===== src/rtl/lmss_pkg.sv =====
`default_nettype none
package lmss_pkg;

  // Frame store geometry. Field widths of the item fix these.
  localparam int MAX_FRAME_WIDTH = 256;
  localparam int MAX_ROWS        = 16;
  localparam int COL_W           = 8;
  localparam int ROW_W           = 4;
  localparam int ADDR_W          = ROW_W + COL_W;
  localparam int PIX_W           = 2;

  // Configuration port.
  localparam int CFG_W    = 9;
  localparam int WIDTH_W  = 9;
  localparam int RCNT_W   = 5;
  localparam int TALLY_W  = 8;

  // Classified item queue between front and back.
  localparam int QUEUE_DEPTH = 4;
  localparam int QPTR_W      = $clog2(QUEUE_DEPTH);

  // Remainder unit operand width: scroll offset plus column index.
  localparam int MOD_W   = 9;
  localparam int MODCNT_W = $clog2(MOD_W + 1);

  typedef enum logic [1:0] {
    CFG_VISIBLE_WIDTH,
    CFG_ROW_COUNT,
    CFG_FRAME_WIDTH,
    CFG_SCROLL_DIVIDER
  } cfg_idx_t;

  // Effective (clamped) configuration, with a few derived values.
  typedef struct packed {
    logic [COL_W-1:0]   vw_m1;
    logic [RCNT_W-1:0]  rc_eff;
    logic [ROW_W-1:0]   rc_m1;
    logic [WIDTH_W-1:0] fw_eff;
    logic [TALLY_W-1:0] div_eff;
  } cfg_t;

  // One classified item as held in the queue.
  typedef struct packed {
    logic              is_tick;
    logic              oor;
    logic              wr_en;
    logic [ADDR_W-1:0] addr;
    logic [PIX_W-1:0]  color;
  } q_entry_t;

endpackage
`default_nettype wire


===== src/rtl/lmss_if.sv =====
`default_nettype none
interface lmss_in_if;
  logic       valid;
  logic       ready;
  logic       action;
  logic [7:0] pixel_x;
  logic [3:0] pixel_y;
  logic [1:0] pixel_color;

  modport source (output valid, output action, output pixel_x, output pixel_y,
                  output pixel_color, input ready);
  modport sink (input valid, input action, input pixel_x, input pixel_y,
                input pixel_color, output ready);
endinterface

`default_nettype wire


===== src/rtl/lmss_front.sv =====
`default_nettype none
module lmss_front (
  lmss_in_if.sink            in_ch,
  input  lmss_pkg::cfg_t     cfg,
  input  logic               busy,
  input  logic               q_full,
  output logic               q_push,
  output lmss_pkg::q_entry_t q_data
);
  import lmss_pkg::*;

  logic x_oor;
  logic y_oor;

  // Bounds check against the effective frame size.
  assign x_oor = ({1'b0, in_ch.pixel_x} >= cfg.fw_eff);
  assign y_oor = ({1'b0, in_ch.pixel_y} >= cfg.rc_eff);

  assign in_ch.ready = !q_full && !busy;
  assign q_push      = in_ch.valid && in_ch.ready;

  always_comb begin
    q_data.is_tick = in_ch.action;
    q_data.oor     = !in_ch.action && (x_oor || y_oor);
    q_data.wr_en   = !in_ch.action && !(x_oor || y_oor);
    q_data.addr    = {in_ch.pixel_y, in_ch.pixel_x};
    q_data.color   = in_ch.pixel_color;
  end

endmodule
`default_nettype wire


===== src/flat_wrapper.sv =====
// flat-port wrapper written by rule: the top's interface ports become plain ports
module lmss_front_flat import lmss_pkg::*;
  (cfg, busy, q_full, q_push, q_data, in_ch_valid, in_ch_action, in_ch_pixel_x, in_ch_pixel_y, in_ch_pixel_color, in_ch_ready);
  lmss_in_if in_ch_i ();
  input  lmss_pkg::cfg_t cfg;
  input  logic busy;
  input  logic q_full;
  output logic q_push;
  output lmss_pkg::q_entry_t q_data;
  input wire logic [$bits(in_ch_i.valid)-1:0] in_ch_valid;
  input wire logic [$bits(in_ch_i.action)-1:0] in_ch_action;
  input wire logic [$bits(in_ch_i.pixel_x)-1:0] in_ch_pixel_x;
  input wire logic [$bits(in_ch_i.pixel_y)-1:0] in_ch_pixel_y;
  input wire logic [$bits(in_ch_i.pixel_color)-1:0] in_ch_pixel_color;
  output wire logic [$bits(in_ch_i.ready)-1:0] in_ch_ready;
  assign in_ch_i.valid = in_ch_valid;
  assign in_ch_i.action = in_ch_action;
  assign in_ch_i.pixel_x = in_ch_pixel_x;
  assign in_ch_i.pixel_y = in_ch_pixel_y;
  assign in_ch_i.pixel_color = in_ch_pixel_color;
  assign in_ch_ready = in_ch_i.ready;
  lmss_front u_core (.in_ch(in_ch_i), .cfg(cfg), .busy(busy), .q_full(q_full), .q_push(q_push), .q_data(q_data));
endmodule

===== config.mk =====
export PLATFORM = sky130hd
export DESIGN_NAME = lmss_front_flat
export DESIGN_NICKNAME = d
export VERILOG_FILES = /design/src/rtl/lmss_pkg.sv /design/src/rtl/lmss_if.sv /design/src/rtl/lmss_front.sv /design/src/flat_wrapper.sv
export SDC_FILE = /design/constraint.sdc
export NUM_CORES = 1
export LEC_CHECK = 0
export BUFFER_PORTS_ARGS = -buffer_cell sky130_fd_sc_hd__buf_2
export CORE_MARGIN = 10
export CORE_UTILIZATION = 27
export DETAILED_ROUTE_END_ITERATION = 10
export PLACE_DENSITY_LB_ADDON = 0.3
export SETUP_SLACK_MARGIN = 0.02
export SLEW_MARGIN = 20
export SYNTH_ARGS = -nofsm -noshare
export SYNTH_HDL_FRONTEND = slang
export SYNTH_SLANG_ARGS = --single-unit

===== constraint.sdc =====
create_clock -name vclk -period 1.4
set_clock_uncertainty 0.2 [all_clocks]
set_input_delay 0.07 -clock vclk [all_inputs]
set_output_delay 0.07 -clock vclk [all_outputs]
set_load 0.01 [all_outputs]

### Yosys cells after proc, flatten, opt, wreduce, memory -nomap -nowiden

Cells that the tools add are included.

* output and inout port bits: 19
* bits in registers: 0
* input port bits: 52
* word-level logic and storage cells: 11

* $lt $le $gt $ge: 2
* reduce and logical (&&, ||, !) cells: 9

Operator list (number)
* 8-bit by 9-bit >= comparator with 1-bit output: 1
* 4-bit by 5-bit >= comparator with 1-bit output: 1
* 1-bit logical AND: 4
* 1-bit logical NOT: 4
* 1-bit logical OR: 1

### Logic depth before layout (Yosys ltp)

Gate-level depths: netlist (run 1).

* depth in word-level cells: 4
* depth in mapped cells: 6
* mapped depth without buffers: 6

### Worst setup path before layout (run 1)

OpenSTA, ideal clock, no wires.

* path kind: in2out
* start point: input in_ch_pixel_y[0]
* end point: output q_data[14] in the netlist's numbering
* data required time: 1.130 ns
* cell stages on the path: 6
* arrival: 1.319 ns
* setup slack: -0.189 ns
* buffers on the path: 0
* cell sequence: inv_1 -> ha_1 -> nand2b_4 -> a2111oi_4 -> o32ai_1 -> nor4_1

RTL lines
* start: declaration: line flat_wrapper.sv:13 `input wire logic [$bits(in_ch_i.pixel_y)-1:0] in_ch_pixel_y;`
* end: declaration: line flat_wrapper.sv:9 `output lmss_pkg::q_entry_t q_data;`

==> flow_summary.toml, run 1 <==
[sta]
max_freq_mhz = 618
period_needed_ns = 1.62
worst_slew_pin_slew_ns = 0.271
setup_violations = 2
final-hold-violation-count = 0
fin_ws_ns = -0.218
slew_headroom = 0.819
period_share = 1.16
rsz0062_at_grt = "yes"
drv_slew = 0

[floorplan]
dieArea_mm2 = 0.00373
ios = 71
dieHeight_um = 61.1
start_util = 0.292
core_region_area_mm2 = 0.00156
die_w_um = 61.1
num_rows = 14

[finish]
seq_cell_count = 0
syn_to_final_growth_pct = 53.3
instances_no_fill = 110
antenna_cells = 0
seqCellArea_um2 = 0
drive_gt1_frac = 0.617
nets = 160
design_area_um2 = 698
clkbuf_count = 0

[grt]
grt_max_degree = 4
overflow = 0
antenna_found_initial = 0
grt_usage = 0.0669
grt_pass1_wl_um = 2110
grt_pass1_vias = 540

[power]
powerDensity_mw_per_mm2 = 301
seqPwrFrac = 0
p_leak_nw = 0.415
power_w = 0.000210
power_frac_clock = 0
switching_power_w = 0.0000946
vdd_drop_max_mv = 0.129
power_frac_comb = 1.000
p_int_w = 0.000115
switching_share = 0.451

[logic_synthesis]
netlist_area_um2 = 455
post-synth-top-count-cell = "buf_4"
yosysWarnings = 0
synth.avg_cell_area_um2 = 7.72
synthTopCellsByArea = "ha_1 33%, buf_4 25%, inv_1 11%"
netlist_top_cells_count = "15 x buf_4, 13 x inv_1, 12 x ha_1, 4 x a21oi_1"
yosys.cell_types.count = 17
synthCells = 59
yosysTopAreaCellShare = 0.330
yosysTopAreaCell = "ha_1"
yosysSeqAreaShare = 0
syn_nets = 123

[flow_run]
max_cap_violations = 0

[critical_path]
required_ns = 1.13
path_class = "primary input to primary output"
crit_path_cell_trace = "buf_6 > ha_4 > nand2b_4 > a2111oi_4 > o32ai_2 > o31a_1 > buf_2"
crit_path_end_kind = "primary output"
crit_path_start_kind = "primary input"
slowest_stage = "a2111oi_4"
critPathMaxStageDelay_ns = 0.29
arrival_ns = 1.35
path_max_fanout = 2

[min_path]
holdCritStartpoint = "in_ch_pixel_y[0]"
hold_depth = 2
worstHoldEndpoint = "q_data[10]"
hold_path.class = "primary input to primary output"

[run_status]
violations = "negative setup slack"
run_status = "finished with violations"

[drt]
drt-total-wl_um = 1310
antenna_left = 0
dr.pass1.iters = 2
drt_first_iter_violations = 5
drc = 0
routedWlPerCell_um = 11.9
vias = 478
drt-vias-per-instance = 4.35

[place]
dp.final_hpwl_um = 1250
gp_congestion = 0.605
post_dp_cell_area_um2 = 649
dp_cells = 108
io_buffers = 47
-- cell usage in the layout, fill, tap and decap left out --
cell           Yosys  routed
a2111oi_4          1       1
a21o_1             1       1
a21oi_1            4       2
a21oi_2            0       2
and2_1             1       1
buf_2              0      45
buf_4             15       1
buf_6              0       1
buf_8              0       1
clkinv_4           0       1
dlygate4sd3_1      0       2
ha_1              12      10
ha_4               0       2
inv_1             13      12
nand2b_1           1       1
nand2b_4           1       1
nand3_1            2       2
nand4b_1           1       1
nor2_1             2       2
nor3_2             0       1
nor4_2             0       1
o21a_1             1       1
o31a_1             1       1
o32ai_2            0       1
-- cell families (layout without fill, tap and decap cells) --
family / count (synthesis) / in the layout / synth area share
AND/OR/NAND/NOR: 10 / 10 / 0.140
adder cells (fa/ha/maj): 12 / 12 / 0.330
buffers and inverters: 28 / 63 / 0.354
AO/OA/AOI/OAI: 9 / 9 / 0.176
-- critical path, delay by kind of cell --
| family | cells | cell delay, ns |
|---|---|---|
| compound gates | 3 | 0.68 |
| fa+ha+maj | 1 | 0.22 |
| simple gates | 1 | 0.14 |
| buf+inv | 2 | 0.24 |
-- power groups by stage --
stage,clock network [W],logic (W),registers (W)
finish,0,0.000210,0
global route,0,0.000237,0
CTS,0,0.000212,0
detailed placement,0,0.000200,0
global placement,0,0.000196,0
floorplan,0,0.000138,0
-- per-layer routing --
layer  wire length, um  GRT usage  share of wire  up-vias
li1                  -          -              -      253
met1               591     0.0854           0.45      192
met2               572      0.114           0.44       33
met3               141     0.0206           0.11        0
met4                 0          0              0        0
met5                 0          0              0        -
-- layout make-up --
class,instances,area (um^2)
fillers,166,861
multi-input cells,31,345
repair buffers,50,279
inverters,13,53.8
well taps,16,20.0
-- what timing repair did --
action / in CTS / in global routing
resized for setup: 4 / 4
setup endpoints to repair: 2 / 2
hold endpoints to repair: 2 / 0
setup buffers: 0 / 0
hold buffers: 2 / 0
pin swaps: 2 / 1
-- how the worst max path moves through the flow --
stage / from / to / slack, ns
2_1_floorplan: cfg[21] / q_data[15] / -0.05
3_3_place_gp: in_ch_pixel_y[0] / q_data[15] / -0.30
3_5_place_dp: in_ch_pixel_y[0] / q_data[15] / -0.34
4_1_cts: in_ch_pixel_y[0] / q_data[15] / -0.24
5_1_grt: in_ch_pixel_y[0] / q_data[15] / -0.28
6_report: cfg[21] / q_data[15] / -0.22
-- through the flow --
stage | hold WS [ns] | util | TNS, ns | setup slack (ns)
floorplan | -0.0262 | - | -0.0492 | -0.0492
global placement | -0.0599 | 0.417 | -0.465 | -0.301
detailed placement | -0.0599 | 0.417 | -0.556 | -0.343
CTS | 0.146 | 0.440 | -0.405 | -0.237
global route | 0.143 | 0.448 | -0.484 | -0.284
finish | 0.140 | 0.448 | -0.355 | -0.218
No activity file was read; power rests on OpenSTA's default activity.
==> inputs of run 2 (changes only) <==
--- a/config.mk
+++ b/config.mk
@@ -9,6 +9,7 @@
 export CORE_MARGIN = 10
 export CORE_UTILIZATION = 27
 export DETAILED_ROUTE_END_ITERATION = 10
+export GPL_TIMING_DRIVEN = 0
 export PLACE_DENSITY_LB_ADDON = 0.3
 export SETUP_SLACK_MARGIN = 0.02
 export SLEW_MARGIN = 20
==> flow_summary.toml, run 2 (same netlist as run 1, synthesis figures left out) <==
[sta]
period_share = 1.15
final-hold-violation-count = 0
rsz0062_at_grt = "yes"
setup_violations = 2
max_freq_mhz = 623
fin_ws_ns = -0.205
worst_slew_pin_slew_ns = 0.284
drv_slew = 0
tns_ns = -0.332
period_needed_ns = 1.61
slew_headroom = 0.809

[critical_path]
critPathMaxStageDelay_ns = 0.29
arrival_ns = 1.34
crit_path_cell_trace = "buf_6 > ha_4 > nand2b_4 > a2111oi_4 > o32ai_2 > o31a_1 > buf_2"
crit_path_start_kind = "primary input"
path_max_fanout = 2
slowest_stage = "a2111oi_4"
required_ns = 1.13
crit_path_end_kind = "primary output"
path_class = "primary input to primary output"

[place]
dp.final_hpwl_um = 1330
gp_congestion = 0.626
io_buffers = 49
post_dp_cell_area_um2 = 764
dp_cells = 124
dpl_worst_slack_ns = -0.317

[grt]
grt_max_degree = 4
overflow = 0
grt_pass1_wl_um = 2090
antenna_found_initial = 0
grt_pass1_vias = 556
grt_usage = 0.0665

[power]
power_w = 0.000229
powerDensity_mw_per_mm2 = 293
p_leak_nw = 0.481
vdd_drop_max_mv = 0.146

[finish]
layout_common_cells = "47 x buf_2, 15 x buf_4, 12 x inv_1"
nets = 174
drive_gt1_frac = 0.657
seq_cell_count = 0
multiInputGateArea_um2 = 333
seqCellArea_um2 = 0
mostFrequentLayoutCell = "buf_2"
antenna_cells = 0
syn_to_final_growth_pct = 71.4
clkbuf_count = 0
design_area_um2 = 781
instances_no_fill = 124
nFillCells = 153

[floorplan]
dieArea_mm2 = 0.00373
die_w_um = 61.1
dieHeight_um = 61.1
start_util = 0.292
ios = 71
core_region_area_mm2 = 0.00156
num_rows = 14

[run_status]
run_status = "finished with violations"
violations = "negative setup slack"

[drt]
antenna_left = 0
drt-total-wl_um = 1350
dr.pass1.iters = 1
vias = 531
drt-vias-per-instance = 4.28
drt_first_iter_violations = 0
drc = 0
routedWlPerCell_um = 10.9

[min_path]
hold_path.class = "primary input to primary output"

[flow_run]
max_cap_violations = 0

[cts]
holdBufCountCts = 0
run 2: changes by cell type in the layout (fill, tap and decap cells not counted), sizes merged:
cell	before	now
buf	48	64
dlygate4sd3	2	0
run 2: final timing paths:
kind | from | endpoint | slack, ns | cells after the start
setup / recovery | cfg[21] | q_data[15] | -0.21 | 7
hold / removal | in_ch_pixel_color[1] | q_data[1] | 0.13 | 2
run 2: timing repair:
| item | 4_1_cts | 5_1_grt |
|---|---|---|
| endpoints found under the setup margin | 2 | 2 |
| setup buffers | 0 | 0 |
| pin swaps | 3 | 2 |
| resized for setup | 4 | 1 |
run 2: critical path, delay by kind of cell:
family | cells | cell delay, ns
AO/OA/AOI/OAI | 3 | 0.68
adder cells (fa/ha/maj) | 1 | 0.21
buffers and inverters | 2 | 0.24
AND/OR/NAND/NOR | 1 | 0.14
run 2: through the flow:
step / hold slack [ns] / utilization
2_1_floorplan: -0.0262 / -
3_3_place_gp: 0.130 / 0.490
3_5_place_dp: 0.130 / 0.490
4_1_cts: 0.129 / 0.501
5_1_grt: 0.139 / 0.501
6_report: 0.126 / 0.501
run 2: layer usage:
layer / up-vias / global-route usage / routed length, um
met2: 33 / 0.112 / 585
met1: 216 / 0.0796 / 566
met5: - / 0 / 0
met4: 0 / 0 / 0
met3: 0 / 0.0309 / 198
li1: 282 / - / -
run 2: area by class of cell:
class | instances | area share
inverter | 13 | 0.0689
timing repair buffer | 49 | 0.335
tap | 16 | 0.0256
multi-input combinational | 31 | 0.426
buffer | 15 | 0.144
run 2: power by group:
group          switching [W]  leakage (nW)  internal [W]
clock                      0             0             0
combinational      0.0000953         0.481      0.000133
sequential                 0             0             0
