<file path="src/rtl/lmss_pkg.sv">
`default_nettype none
package lmss_pkg;

  // Frame store geometry. Field widths of the item fix these.
  localparam int MAX_FRAME_WIDTH = 256;
  localparam int MAX_ROWS        = 16;
  localparam int COL_W           = 8;
  localparam int ROW_W           = 4;
  localparam int ADDR_W          = ROW_W + COL_W;
  localparam int PIX_W           = 2;

  // Configuration port.
  localparam int CFG_W    = 9;
  localparam int WIDTH_W  = 9;
  localparam int RCNT_W   = 5;
  localparam int TALLY_W  = 8;

  // Classified item queue between front and back.
  localparam int QUEUE_DEPTH = 4;
  localparam int QPTR_W      = $clog2(QUEUE_DEPTH);

  // Remainder unit operand width: scroll offset plus column index.
  localparam int MOD_W   = 9;
  localparam int MODCNT_W = $clog2(MOD_W + 1);

  typedef enum logic [1:0] {
    CFG_VISIBLE_WIDTH,
    CFG_ROW_COUNT,
    CFG_FRAME_WIDTH,
    CFG_SCROLL_DIVIDER
  } cfg_idx_t;

  // Effective (clamped) configuration, with a few derived values.
  typedef struct packed {
    logic [COL_W-1:0]   vw_m1;
    logic [RCNT_W-1:0]  rc_eff;
    logic [ROW_W-1:0]   rc_m1;
    logic [WIDTH_W-1:0] fw_eff;
    logic [TALLY_W-1:0] div_eff;
  } cfg_t;

  // One classified item as held in the queue.
  typedef struct packed {
    logic              is_tick;
    logic              oor;
    logic              wr_en;
    logic [ADDR_W-1:0] addr;
    logic [PIX_W-1:0]  color;
  } q_entry_t;

endpackage
`default_nettype wire

</file>
<file path="src/rtl/lmss_queue.sv">
`default_nettype none
module lmss_queue (
  input  logic              clk,
  input  logic              rst_n,
  input  logic              push,
  input  lmss_pkg::q_entry_t push_data,
  output logic              full,
  input  logic              pop,
  output lmss_pkg::q_entry_t pop_data,
  output logic              valid
);
  import lmss_pkg::*;

  q_entry_t            entry_r [QUEUE_DEPTH];
  logic [QPTR_W-1:0]   wr_ptr_r;
  logic [QPTR_W-1:0]   rd_ptr_r;
  logic [QPTR_W:0]     count_r;

  assign full     = (count_r == (QPTR_W+1)'(QUEUE_DEPTH));
  assign valid    = (count_r != '0);
  assign pop_data = entry_r[rd_ptr_r];

  always_ff @(posedge clk) begin
    if (!rst_n) begin
      wr_ptr_r <= '0;
      rd_ptr_r <= '0;
      count_r  <= '0;
    end else begin
      if (push) begin
        wr_ptr_r <= wr_ptr_r + 1'b1;
      end
      if (pop) begin
        rd_ptr_r <= rd_ptr_r + 1'b1;
      end
      if (push && !pop) begin
        count_r <= count_r + 1'b1;
      end else if (pop && !push) begin
        count_r <= count_r - 1'b1;
      end
    end
  end

  always_ff @(posedge clk) begin
    if (push) begin
      entry_r[wr_ptr_r] <= push_data;
    end
  end

`ifndef SYNTHESIS
  a_count_bound: assert property (@(posedge clk) disable iff (!rst_n)
    (count_r <= (QPTR_W+1)'(QUEUE_DEPTH)) && !(pop && !valid))
    else $error("queue count out of range or pop from empty queue");
`endif

endmodule
`default_nettype wire

</file>
<file path="config.mk">
export PLATFORM = sky130hd
export DESIGN_NAME = lmss_queue
export DESIGN_NICKNAME = d
export VERILOG_FILES = /design/src/rtl/lmss_pkg.sv /design/src/rtl/lmss_queue.sv
export SDC_FILE = /design/constraint.sdc
export NUM_CORES = 1
export LEC_CHECK = 0
export BUFFER_PORTS_ARGS = -buffer_cell sky130_fd_sc_hd__buf_2
export CORE_MARGIN = 1
export CORE_UTILIZATION = 55
export CTS_CLUSTER_DIAMETER = 40
export DETAILED_ROUTE_END_ITERATION = 10
export PLACE_DENSITY = 0.74
export SLEW_MARGIN = 15
export SYNTH_ARGS = -nofsm -noshare
export SYNTH_HDL_FRONTEND = slang
export SYNTH_SLANG_ARGS = --single-unit
</file>
<file path="constraint.sdc">
create_clock -name clk -period 1.7 [get_ports clk]
set_input_delay 0.17 -clock clk [delete_from_list [all_inputs] [get_ports clk]]
set_output_delay 0.17 -clock clk [all_outputs]
set_load 0.1 [all_outputs]
</file>
======== Yosys cells after proc, flatten, opt, wreduce, memory -nomap -nowiden ========
Memories as Yosys holds them, arrays and structs flattened. A register that Yosys moved wholly into a read port is not among the register bits.
Cells that the tools add are included.
operators by class
  add/subtract/negate cells ............... 4
  equality and inequality tests ........... 1
  mux-type cells .......................... 6
  reductions and logical operators ........ 6
operators with widths
  cell                 count
  $mux 3               2
  $add 2x1->2 const B  2
  $mux 2               2
  $add 3x1->3 const B  1
  $eq 3x3->1 const B   1
  $reduce_bool 3->1    1
  $sub 3x1->3 const B  1
  $logic_and 1x1->1    2
  $logic_not 1->1      2
  $mux 1               2
  $reduce_bool 2->1    1
storage, ports and cells
  register bits ........................... 7
  bits in writable memories ............... 68
  input port bits ......................... 21
  output and inout port bits .............. 19
  memories kept ........................... 1
memories
  name     depth  width  read ports  clocked after memory_dff  wr ports  RTL line          text
  entry_r  4      17     1           1                         1         lmss_queue.sv:14  q_entry_t entry_r [QUEUE_DEPTH];

======== Logic depth before layout (Yosys ltp) ========
Gate-level depths: netlist of the first run.
  depth in word-level cells ............... 4
  mapped depth ............................ 7
  gate-level depth less buffers ........... 7

======== Worst setup path after synthesis of the first run ========
Ideal clock, no wire load.
  path kind ............................... register to output
  start point ............................. reg count_r[0]
  end point ............................... out full
  arrival time ............................ 2.549 ns
  path slack .............................. -1.019 ns
  cell stages (with the launch flop) ...... 2
  path buffers ............................ 0
  path through ............................ dfxtp_1 -> nor3b_1
between the ends
  longest elaborated chain between the ends .. 1
RTL lines
  what                      RTL line          text
  start: declaration        lmss_queue.sv:17  logic [QPTR_W:0] count_r;
  start signal: assignment  lmss_queue.sv:36  count_r <= count_r + 1'b1;
  start signal: assignment  lmss_queue.sv:38  count_r <= count_r - 1'b1;
  $eq 3x3->1                lmss_queue.sv:19  assign full = (count_r == (QPTR_W+1)'(QUEUE_DEPTH));
  end: declaration          lmss_queue.sv:7   output logic full,
Every way passes these cells.

==> impl_metrics.toml, run 1 <==
[synthesis]
synth_nets = 159
synth_area_leaders = "edfxtp_1 69%, mux4_2 7.7%, mux4_1 6.3%"
synth_top_area_share = 0.695
ys_types = 20
synth.avg_cell_area_um2 = 22.3
synthArstFlopShare = 0
ys_warn_count = 0
syn_inst = 132
synth_edf_count = 68
synth_ff_type = "edfxtp_1"
netlist_top_cells_count = "68 x edfxtp_1, 10 x mux4_2, 9 x and2_1, 9 x dfxtp_1, 7 x mux4_1"
ys_seq_elements = 77
synthesis.area_mm2 = 0.00294
yosysMostFrequentCell = "edfxtp_1"
synth_top_area_cell = "edfxtp_1"
synth_seq_area_share = 0.756

[clocking]
numCtsBuffers = 9
post_cts_buffers = 0
clkSinkCount = 77
clk_path_buf_depth = 2
clk_latency_ps = 340
hold_buffers = 0
cts.reportedPaths.clkPinSlew_ps = 80
h-tree-depth = 3
cts-root-buf = "clkbuf_8"
cts_tree = "done"

[placed_design]
gp_congestion = 0.661
dp_cells = 241
dp_hpwl_um = 2900
place_area_mm2 = 0.00322
io_buffers = 39

[setup_path]
cp.required_ps = 1530
crit_fanout = 5
cpMaxStageDelayCell = "mux4_2"
path_class = "register to primary output"
max_stage_delay_ps = 520
start_kind = "register"
cp.arrival_ps = 1600
critPathCaptureType = "primary output"
crit_chain = "buf_8 -> mux4_2 -> buf_6"

[layout]
multiInputGateArea_um2 = 649
final_cell_count_no_fill = 258
n_antenna_cell = 0
fillers = 352
register_area_mm2 = 0.00223
final_nets = 210
area_delta_synth_final_pct = 23.2
stdcell_area_mm2 = 0.00362
drive_above_1_share = 0.420

[floorplan]
core_area_mm2 = 0.00514
dieHeight_um = 75.1
num_io_pins = 40
dieArea_mm2 = 0.00564
die_w_um = 75.1
rows = 26
start_util = 0.572

[drt]
first_pass_iters = 4
drtAntennaViolNets = 0
wirelength_um = 4640
vias_per_cell = 5.32
vias = 1372
drt_iter0_drc = 79
drcViolationCount = 0
wl_per_cell_um = 18.0

[pwr]
clock_power_share = 0.323
p_comb_frac = 0.224
p_switching_mw = 1.41
p_leak_nw = 1.29
vdd.ir_drop.worst_mv = 1.37
switching_share = 0.288
power_frac_seq = 0.453
power_density_mw_per_mm2 = 1350
p_int_mw = 3.48

[timing]
maxSlewViolCount = 0
clock.fmax_mhz = 565
fin_crit_ps = 1770
tightest_slew_ps = 482
tns_ps = -979
fin_ws_ps = -70.7
setup_viol = 17
rsz0062_at_grt = "yes"
fin_worst_skew_ps = 8.59
finalCritPeriodShare = 1.04
hold_viol_final = 0
max_slew_margin = 0.681

[global_route]
antenna_found_initial = 0
grt_pass1_vias = 1419
grt-ovfl-total = 0
grt_max_degree = 18
grt_pass1_wl_um = 7080
grt_usage = 0.186

[job]
drv_cap = 0

[outcome]
outcome = "complete, but fails checks"
violations = "setup timing"

[min_path]
hold_class = "input port to register"
power groups by stage:
stage / Combinational (mW) / Sequential (mW) / Clock (mW)
finish: 1.09 / 2.21 / 1.58
CTS: 1.10 / 2.22 / 1.60
global route: 1.14 / 2.22 / 1.68
detailed placement: 0.945 / 2.25 / 0
global placement: 0.929 / 2.24 / 0
floorplan: 0.805 / 2.24 / 0
layout by cell type, fill, tap and decap left out, types with 3 or more instances in the layout:
cell type / instances
buf_8: 8
dfxtp_1: 8
and2_2: 3
buf_2: 22
xor2_1: 3
mux4_2: 17
clkbuf_8: 9
buf_6: 9
bufinv_16: 3
inv_1: 4
and2_1: 6
ha_1: 5
edfxtp_1: 68
layer usage:
layer,part of all wire,vias up,global-route usage
li1,-,629,-
met1,0.42,704,0.235
met2,0.54,32,0.298
met3,0.031,7,0.0495
met4,0.016,0,0.0985
met5,0,-,0
flip-flops by register name (all words and copies together), names as in the netlist, named ones only:
name and count:
count_r 3, entry_r 68, rd_ptr_r 2, wr_ptr_r 2
through the flow:
| stage | utilization | setup slack (ps) | hold slack, ps | power, mW |
|---|---|---|---|---|
| finish | 0.705 | -70.7 | 44.9 | 4.89 |
| global route | 0.705 | -120 | 29.7 | 5.04 |
| CTS | 0.703 | -110 | 29.6 | 4.92 |
| detailed placement | 0.627 | 3.94 | 388 | 3.20 |
| global placement | 0.627 | 73.2 | 381 | 3.17 |
| floorplan | - | 94.8 | 269 | 3.04 |
kinds of logic after synthesis:
logic type,synth area share
fa+ha+maj,0.0281
compound gates,0.00426
buf+inv,0.0192
flops,0.756
simple gates,0.0315
xor+xnor,0.0149
mux,0.146
final timing paths:
path / start / endpoint / slack [ps] / depth (start not counted)
worst min register to register: count_r[2]$_SDFFE_PN0P_ / count_r[2]$_SDFFE_PN0P_ / 520 / 2
worst max register to register: count_r[0]$_SDFFE_PN0P_ / count_r[2]$_SDFFE_PN0P_ / 160 / 4
worst min-delay path: push_data[1] / entry_r[1][1]$_DFFE_PP_ / 40 / 1
worst max-delay path: register / pop_data[2] / -70 / 3
area by class of cell:
class / instances / share of cell area
sequential: 77 / 0.615
multi-input combinational: 47 / 0.179
timing repair buffer: 44 / 0.114
clock buffer: 11 / 0.0363
clock inverter: 5 / 0.0273
tap: 70 / 0.0242
inverter: 4 / 0.00415
timing repair:
item                       4_1_cts  5_1_grt
setup endpoints to repair       20       51
resized for setup               58        3
pin swaps                        0        0
cloned                           1        0
critical path, delay by kind of cell, from the launching register on:
kind / cells / cell delay, ps
multiplexers: 1 / 520
buffers and inverters: 2 / 340
flip-flops: 1 / 410
Power figures use the tool's default switching activity.
==> run 2, diff against run 1 <==
--- a/config.mk
+++ b/config.mk
@@ -7,10 +7,11 @@
 export LEC_CHECK = 0
 export BUFFER_PORTS_ARGS = -buffer_cell sky130_fd_sc_hd__buf_2
 export CORE_MARGIN = 1
-export CORE_UTILIZATION = 55
+export CORE_UTILIZATION = 30
 export CTS_CLUSTER_DIAMETER = 40
 export DETAILED_ROUTE_END_ITERATION = 10
-export PLACE_DENSITY = 0.74
+export PLACE_DENSITY = 0.44
+export SETUP_SLACK_MARGIN = 0.3
 export SLEW_MARGIN = 15
 export SYNTH_ARGS = -nofsm -noshare
 export SYNTH_HDL_FRONTEND = slang
==> impl_metrics.toml, run 2 (synthesized netlist as in run 1, its figures left out) <==
[layout]
reg_top3 = "entry_r x68, count_r x3"
final_nets = 216
regMostFlops = "entry_r"
n_antenna_cell = 0
final_cell_mix = "68 x edfxtp_1, 20 x buf_2, 16 x mux4_2"
multiInputGateArea_um2 = 667
area_delta_synth_final_pct = 31.9
fillers = 868
layout_commonest_cell = "edfxtp_1"
largest_reg_flops = 68
stdcell_area_mm2 = 0.00388
drive_above_1_share = 0.464
register_area_mm2 = 0.00223

[pwr]
power_density_mw_per_mm2 = 1340
power_mw = 5.19
p_leak_nw = 1.36
vdd.ir_drop.worst_mv = 0.632

[timing]
rsz0062_at_grt = "yes"
hold_viol_final = 0
fin_worst_skew_ps = 7.51
maxSlewViolCount = 0
fin_crit_ps = 1800
max_slew_margin = 0.810
fin_ws_ps = -97.3
clock.fmax_mhz = 556
finalCritPeriodShare = 1.06
setup_viol = 17
hold_ws_ps = 50.5
tightest_slew_ps = 285

[setup_path]
cp.arrival_ps = 1630
path_delay_family = "multiplexers"
cp_num_cells = 3
crit_chain = "buf_8 -> mux4_2 -> buf_12"
cpMaxStageDelayCell = "mux4_2"
path_class = "register to primary output"
cp.required_ps = 1530
r2r-end = "count_r[2]$_SDFFE_PN0P_"
r2r_slack_ps = 290
start_kind = "register"
critPathCaptureType = "primary output"
r2r_start = "count_r[1]$_SDFFE_PN0P_"
max_stage_delay_ps = 550
critPathBufInv = 2
crit_fanout = 6
ff2ff_path_depth = 4

[floorplan]
core_area_mm2 = 0.00937
rows = 35
die_w_um = 101
start_util = 0.314
dieHeight_um = 101
dieArea_mm2 = 0.0102
num_io_pins = 40

[outcome]
violations = "setup timing"
outcome = "complete, but fails checks"

[placed_design]
place_area_mm2 = 0.00350
dp_hpwl_um = 3320
io_buffers = 39
gp_congestion = 0.616

[clocking]
h-tree-depth = 3
clk_path_buf_depth = 2
clk_latency_ps = 330
numCtsBuffers = 9
cts.reportedPaths.clkPinSlew_ps = 80
cts-root-buf = "clkbuf_8"
cts_tree = "done"
clkSinkCount = 77

[drt]
wirelength_um = 5140
first_pass_iters = 4
drcViolationCount = 0
vias = 1354
drtAntennaViolNets = 0
wl_per_cell_um = 15.9
drt_iter0_drc = 60
vias_per_cell = 4.19

[global_route]
antenna_found_initial = 0
grt_max_degree = 18
grt_usage = 0.116
grt-ovfl-total = 0
grt_pass1_vias = 1587
grt_pass1_wl_um = 8140

[min_path]
min_from = "push_data[15]"
hold_end = "entry_r[1][15]$_DFFE_PP_"
hold_path_depth = 1
hold_class = "input port to register"

[job]
drv_cap = 0
## run 2: changes by cell type in the layout (fill, tap and decap cells not counted), sizes merged
cell,previous run,this run
bufinv,3,4
clkinv,2,3
clkbuf,11,9
buf,44,50
## run 2: worst max-delay path by stage
stage / to / start
finish: pop_data[6] / register
detailed placement: pop_data[14] / register
global placement: pop_data[3] / register
global route: pop_data[5] / register
floorplan: pop_data[12] / register
CTS: pop_data[6] / register
## run 2: where the power goes
group / leakage, nW / internal [mW] / switching (mW) / total, mW
Combinational: 0.531 / 0.449 / 0.774 / 1.22
Sequential: 0.701 / 2.17 / 0.0505 / 2.22
Clock: 0.131 / 1.12 / 0.628 / 1.75
## run 2: per-layer routing
metal  share of wire  wire length (um)  up-vias  GRT usage
li1                -                 -      637          -
met2            0.53              2720       29      0.193
met5               0                 0        -          0
met3           0.040               208        4     0.0326
met1            0.42              2160      684      0.134
met4           0.011                54        0     0.0702
## run 2: cell type report
cell class	instances	area share
clock inverters	7	0.0355
repair buffers	50	0.138
well taps	129	0.0416
flip-flops and latches	77	0.576
clock buffers	9	0.0320
multi-input cells	47	0.172
inverters	4	0.00387
## run 2: per-stage QoR
step	setup WS (ps)	TNS, ps	instances	util
final	-97.3	-1080	323	0.414
after global routing	-184	-2500	323	0.414
after floorplan	103	0	132	-
after global placement	95.3	0	304	0.373
after CTS	-140	-1790	323	0.413
after detailed placement	69.7	0	304	0.373
## run 2: worst register-to-register path: stages (launching register included)
cell and delay, ps:
dfxtp_4 370, fa_2 380, xor2_2 160, or3_1 300
a21boi_1 130
## run 2: timing repair
action                                  4_1_cts  5_1_grt
setup buffers                                 3        0
gates resized for setup                      39        2
pin swaps                                     4        0
hold buffers                                  0        0
endpoints found under the setup margin       20       53
==> run 3, diff against run 2 <==
--- a/config.mk
+++ b/config.mk
@@ -6,11 +6,13 @@
 export NUM_CORES = 1
 export LEC_CHECK = 0
 export BUFFER_PORTS_ARGS = -buffer_cell sky130_fd_sc_hd__buf_2
+export CELL_PAD_IN_SITES_DETAIL_PLACEMENT = 1
+export CELL_PAD_IN_SITES_GLOBAL_PLACEMENT = 2
 export CORE_MARGIN = 1
 export CORE_UTILIZATION = 30
 export CTS_CLUSTER_DIAMETER = 40
 export DETAILED_ROUTE_END_ITERATION = 10
-export PLACE_DENSITY = 0.44
+export PLACE_DENSITY = 0.55
 export SETUP_SLACK_MARGIN = 0.3
 export SLEW_MARGIN = 15
 export SYNTH_ARGS = -nofsm -noshare
==> impl_metrics.toml, run 3 (synthesized netlist as in run 1, its figures left out) <==
[outcome]
violations = "setup timing"
outcome = "complete, but fails checks"

[clocking]
clk_path_buf_depth = 2
cts_tree = "done"
numCtsBuffers = 9
clkSinkCount = 77
clk_latency_ps = 330
cts-root-buf = "clkbuf_8"
cts.reportedPaths.clkPinSlew_ps = 80
h-tree-depth = 3
hold_buffers = 0

[drt]
drcViolationCount = 0
vias_per_cell = 4.36
first_pass_iters = 3
wl_per_cell_um = 16.7
drt_iter0_drc = 19
wirelength_um = 5350
drtAntennaViolNets = 0
vias = 1398

[layout]
regMostFlops = "entry_r"
area_delta_synth_final_pct = 28.9
reg_top3 = "entry_r x68, count_r x3"
largest_reg_flops = 68
drive_above_1_share = 0.438
layout_commonest_cell = "edfxtp_1"
final_cell_mix = "68 x edfxtp_1, 20 x buf_2, 17 x mux4_2"
final_util = 0.404
n_antenna_cell = 0
fillers = 935
final_nets = 214

[global_route]
grt_max_degree = 18
antenna_found_initial = 0
grt_usage = 0.119
grt-ovfl-total = 0
grt_pass1_vias = 1621
grt_pass1_wl_um = 8600

[setup_path]
critPathCaptureType = "primary output"
crit_fanout = 12
cp.arrival_ps = 1610
r2r_slack_ps = 320
start_kind = "register"
cp.required_ps = 1530
path_class = "register to primary output"

[timing]
fin_worst_skew_ps = 5.21
finalCritPeriodShare = 1.05
tns_ps = -971
maxSlewViolCount = 0
max_slew_margin = 0.818
fin_ws_ps = -81.8
fin_crit_ps = 1780
rsz0062_at_grt = "yes"
hold_viol_final = 0
setup_viol = 17
clock.fmax_mhz = 561
tightest_slew_ps = 273

[placed_design]
io_buffers = 39
gp_congestion = 0.649
pre_cts_ws_ps = 80.2
dp_hpwl_um = 3500

[pwr]
p_leak_nw = 1.32
p_int_mw = 3.41
power_density_mw_per_mm2 = 1280
vdd.ir_drop.worst_mv = 0.524
switching_share = 0.297
clock_power_share = 0.292
p_comb_frac = 0.251
power_frac_seq = 0.457
p_switching_mw = 1.44

[floorplan]
die_w_um = 101
core_area_mm2 = 0.00937
rows = 35
dieHeight_um = 101
num_io_pins = 40
dieArea_mm2 = 0.0102
start_util = 0.314

[min_path]
hold_class = "input port to register"

[job]
drv_cap = 0
[run 3: per-stage QoR]
stage / hold slack, ps / cells / cell area [um2] / total power, mW
2_1_floorplan: 269 / 132 / 2960 / 3.05
3_3_place_gp: 379 / 304 / 3500 / 3.35
3_5_place_dp: 393 / 304 / 3500 / 3.38
4_1_cts: 26.3 / 320 / 3770 / 4.91
5_1_grt: 32.7 / 321 / 3790 / 5.04
6_report: 50.1 / 321 / 3790 / 4.85
[run 3: final cells by class]
type	count	area [um2]	share of cell area
well taps	129	161	0.0426
clock buffers	9	124	0.0327
inverters	4	15.0	0.00396
multi-input cells	47	656	0.173
flip-flops and latches	77	2230	0.589
repair buffers	48	520	0.137
clock inverters	7	80.1	0.0211
[run 3: per-layer routing]
metal	track usage	part of all wire	vias up
met2	0.197	0.52	25
met5	0	0	-
met1	0.146	0.43	734
met4	0.0502	0.012	0
met3	0.0354	0.034	6
li1	-	-	633
[run 3: power by group through the flow]
| stage | combinational [mW] | sequential [mW] | clock [mW] |
|---|---|---|---|
| 5_1_grt | 1.27 | 2.23 | 1.55 |
| 3_3_place_gp | 1.10 | 2.25 | 0 |
| 6_report | 1.22 | 2.22 | 1.42 |
| 2_1_floorplan | 0.807 | 2.24 | 0 |
| 3_5_place_dp | 1.12 | 2.26 | 0 |
| 4_1_cts | 1.22 | 2.22 | 1.47 |
[run 3: what timing repair did]
action / in CTS / in global routing
setup buffers: 0 / 1
setup endpoints to repair: 20 / 41
resized for setup: 36 / 3
pin swaps: 4 / 0
[run 3: worst paths after layout]
check	startpoint	to	cells past startpoint
worst min-delay path	push_data[1]	entry_r[3][1]$_DFFE_PP_	1
worst max-delay path	register	pop_data[0]	3
worst min register to register	count_r[2]$_SDFFE_PN0P_	count_r[2]$_SDFFE_PN0P_	2
worst max register to register	count_r[1]$_SDFFE_PN0P_	count_r[2]$_SDFFE_PN0P_	4
[run 3: critical path, cell delays in order, from the launching register on]
cell	delay, ps
dfxtp_2	350
buf_12	160
mux4_2	570
buf_12	190
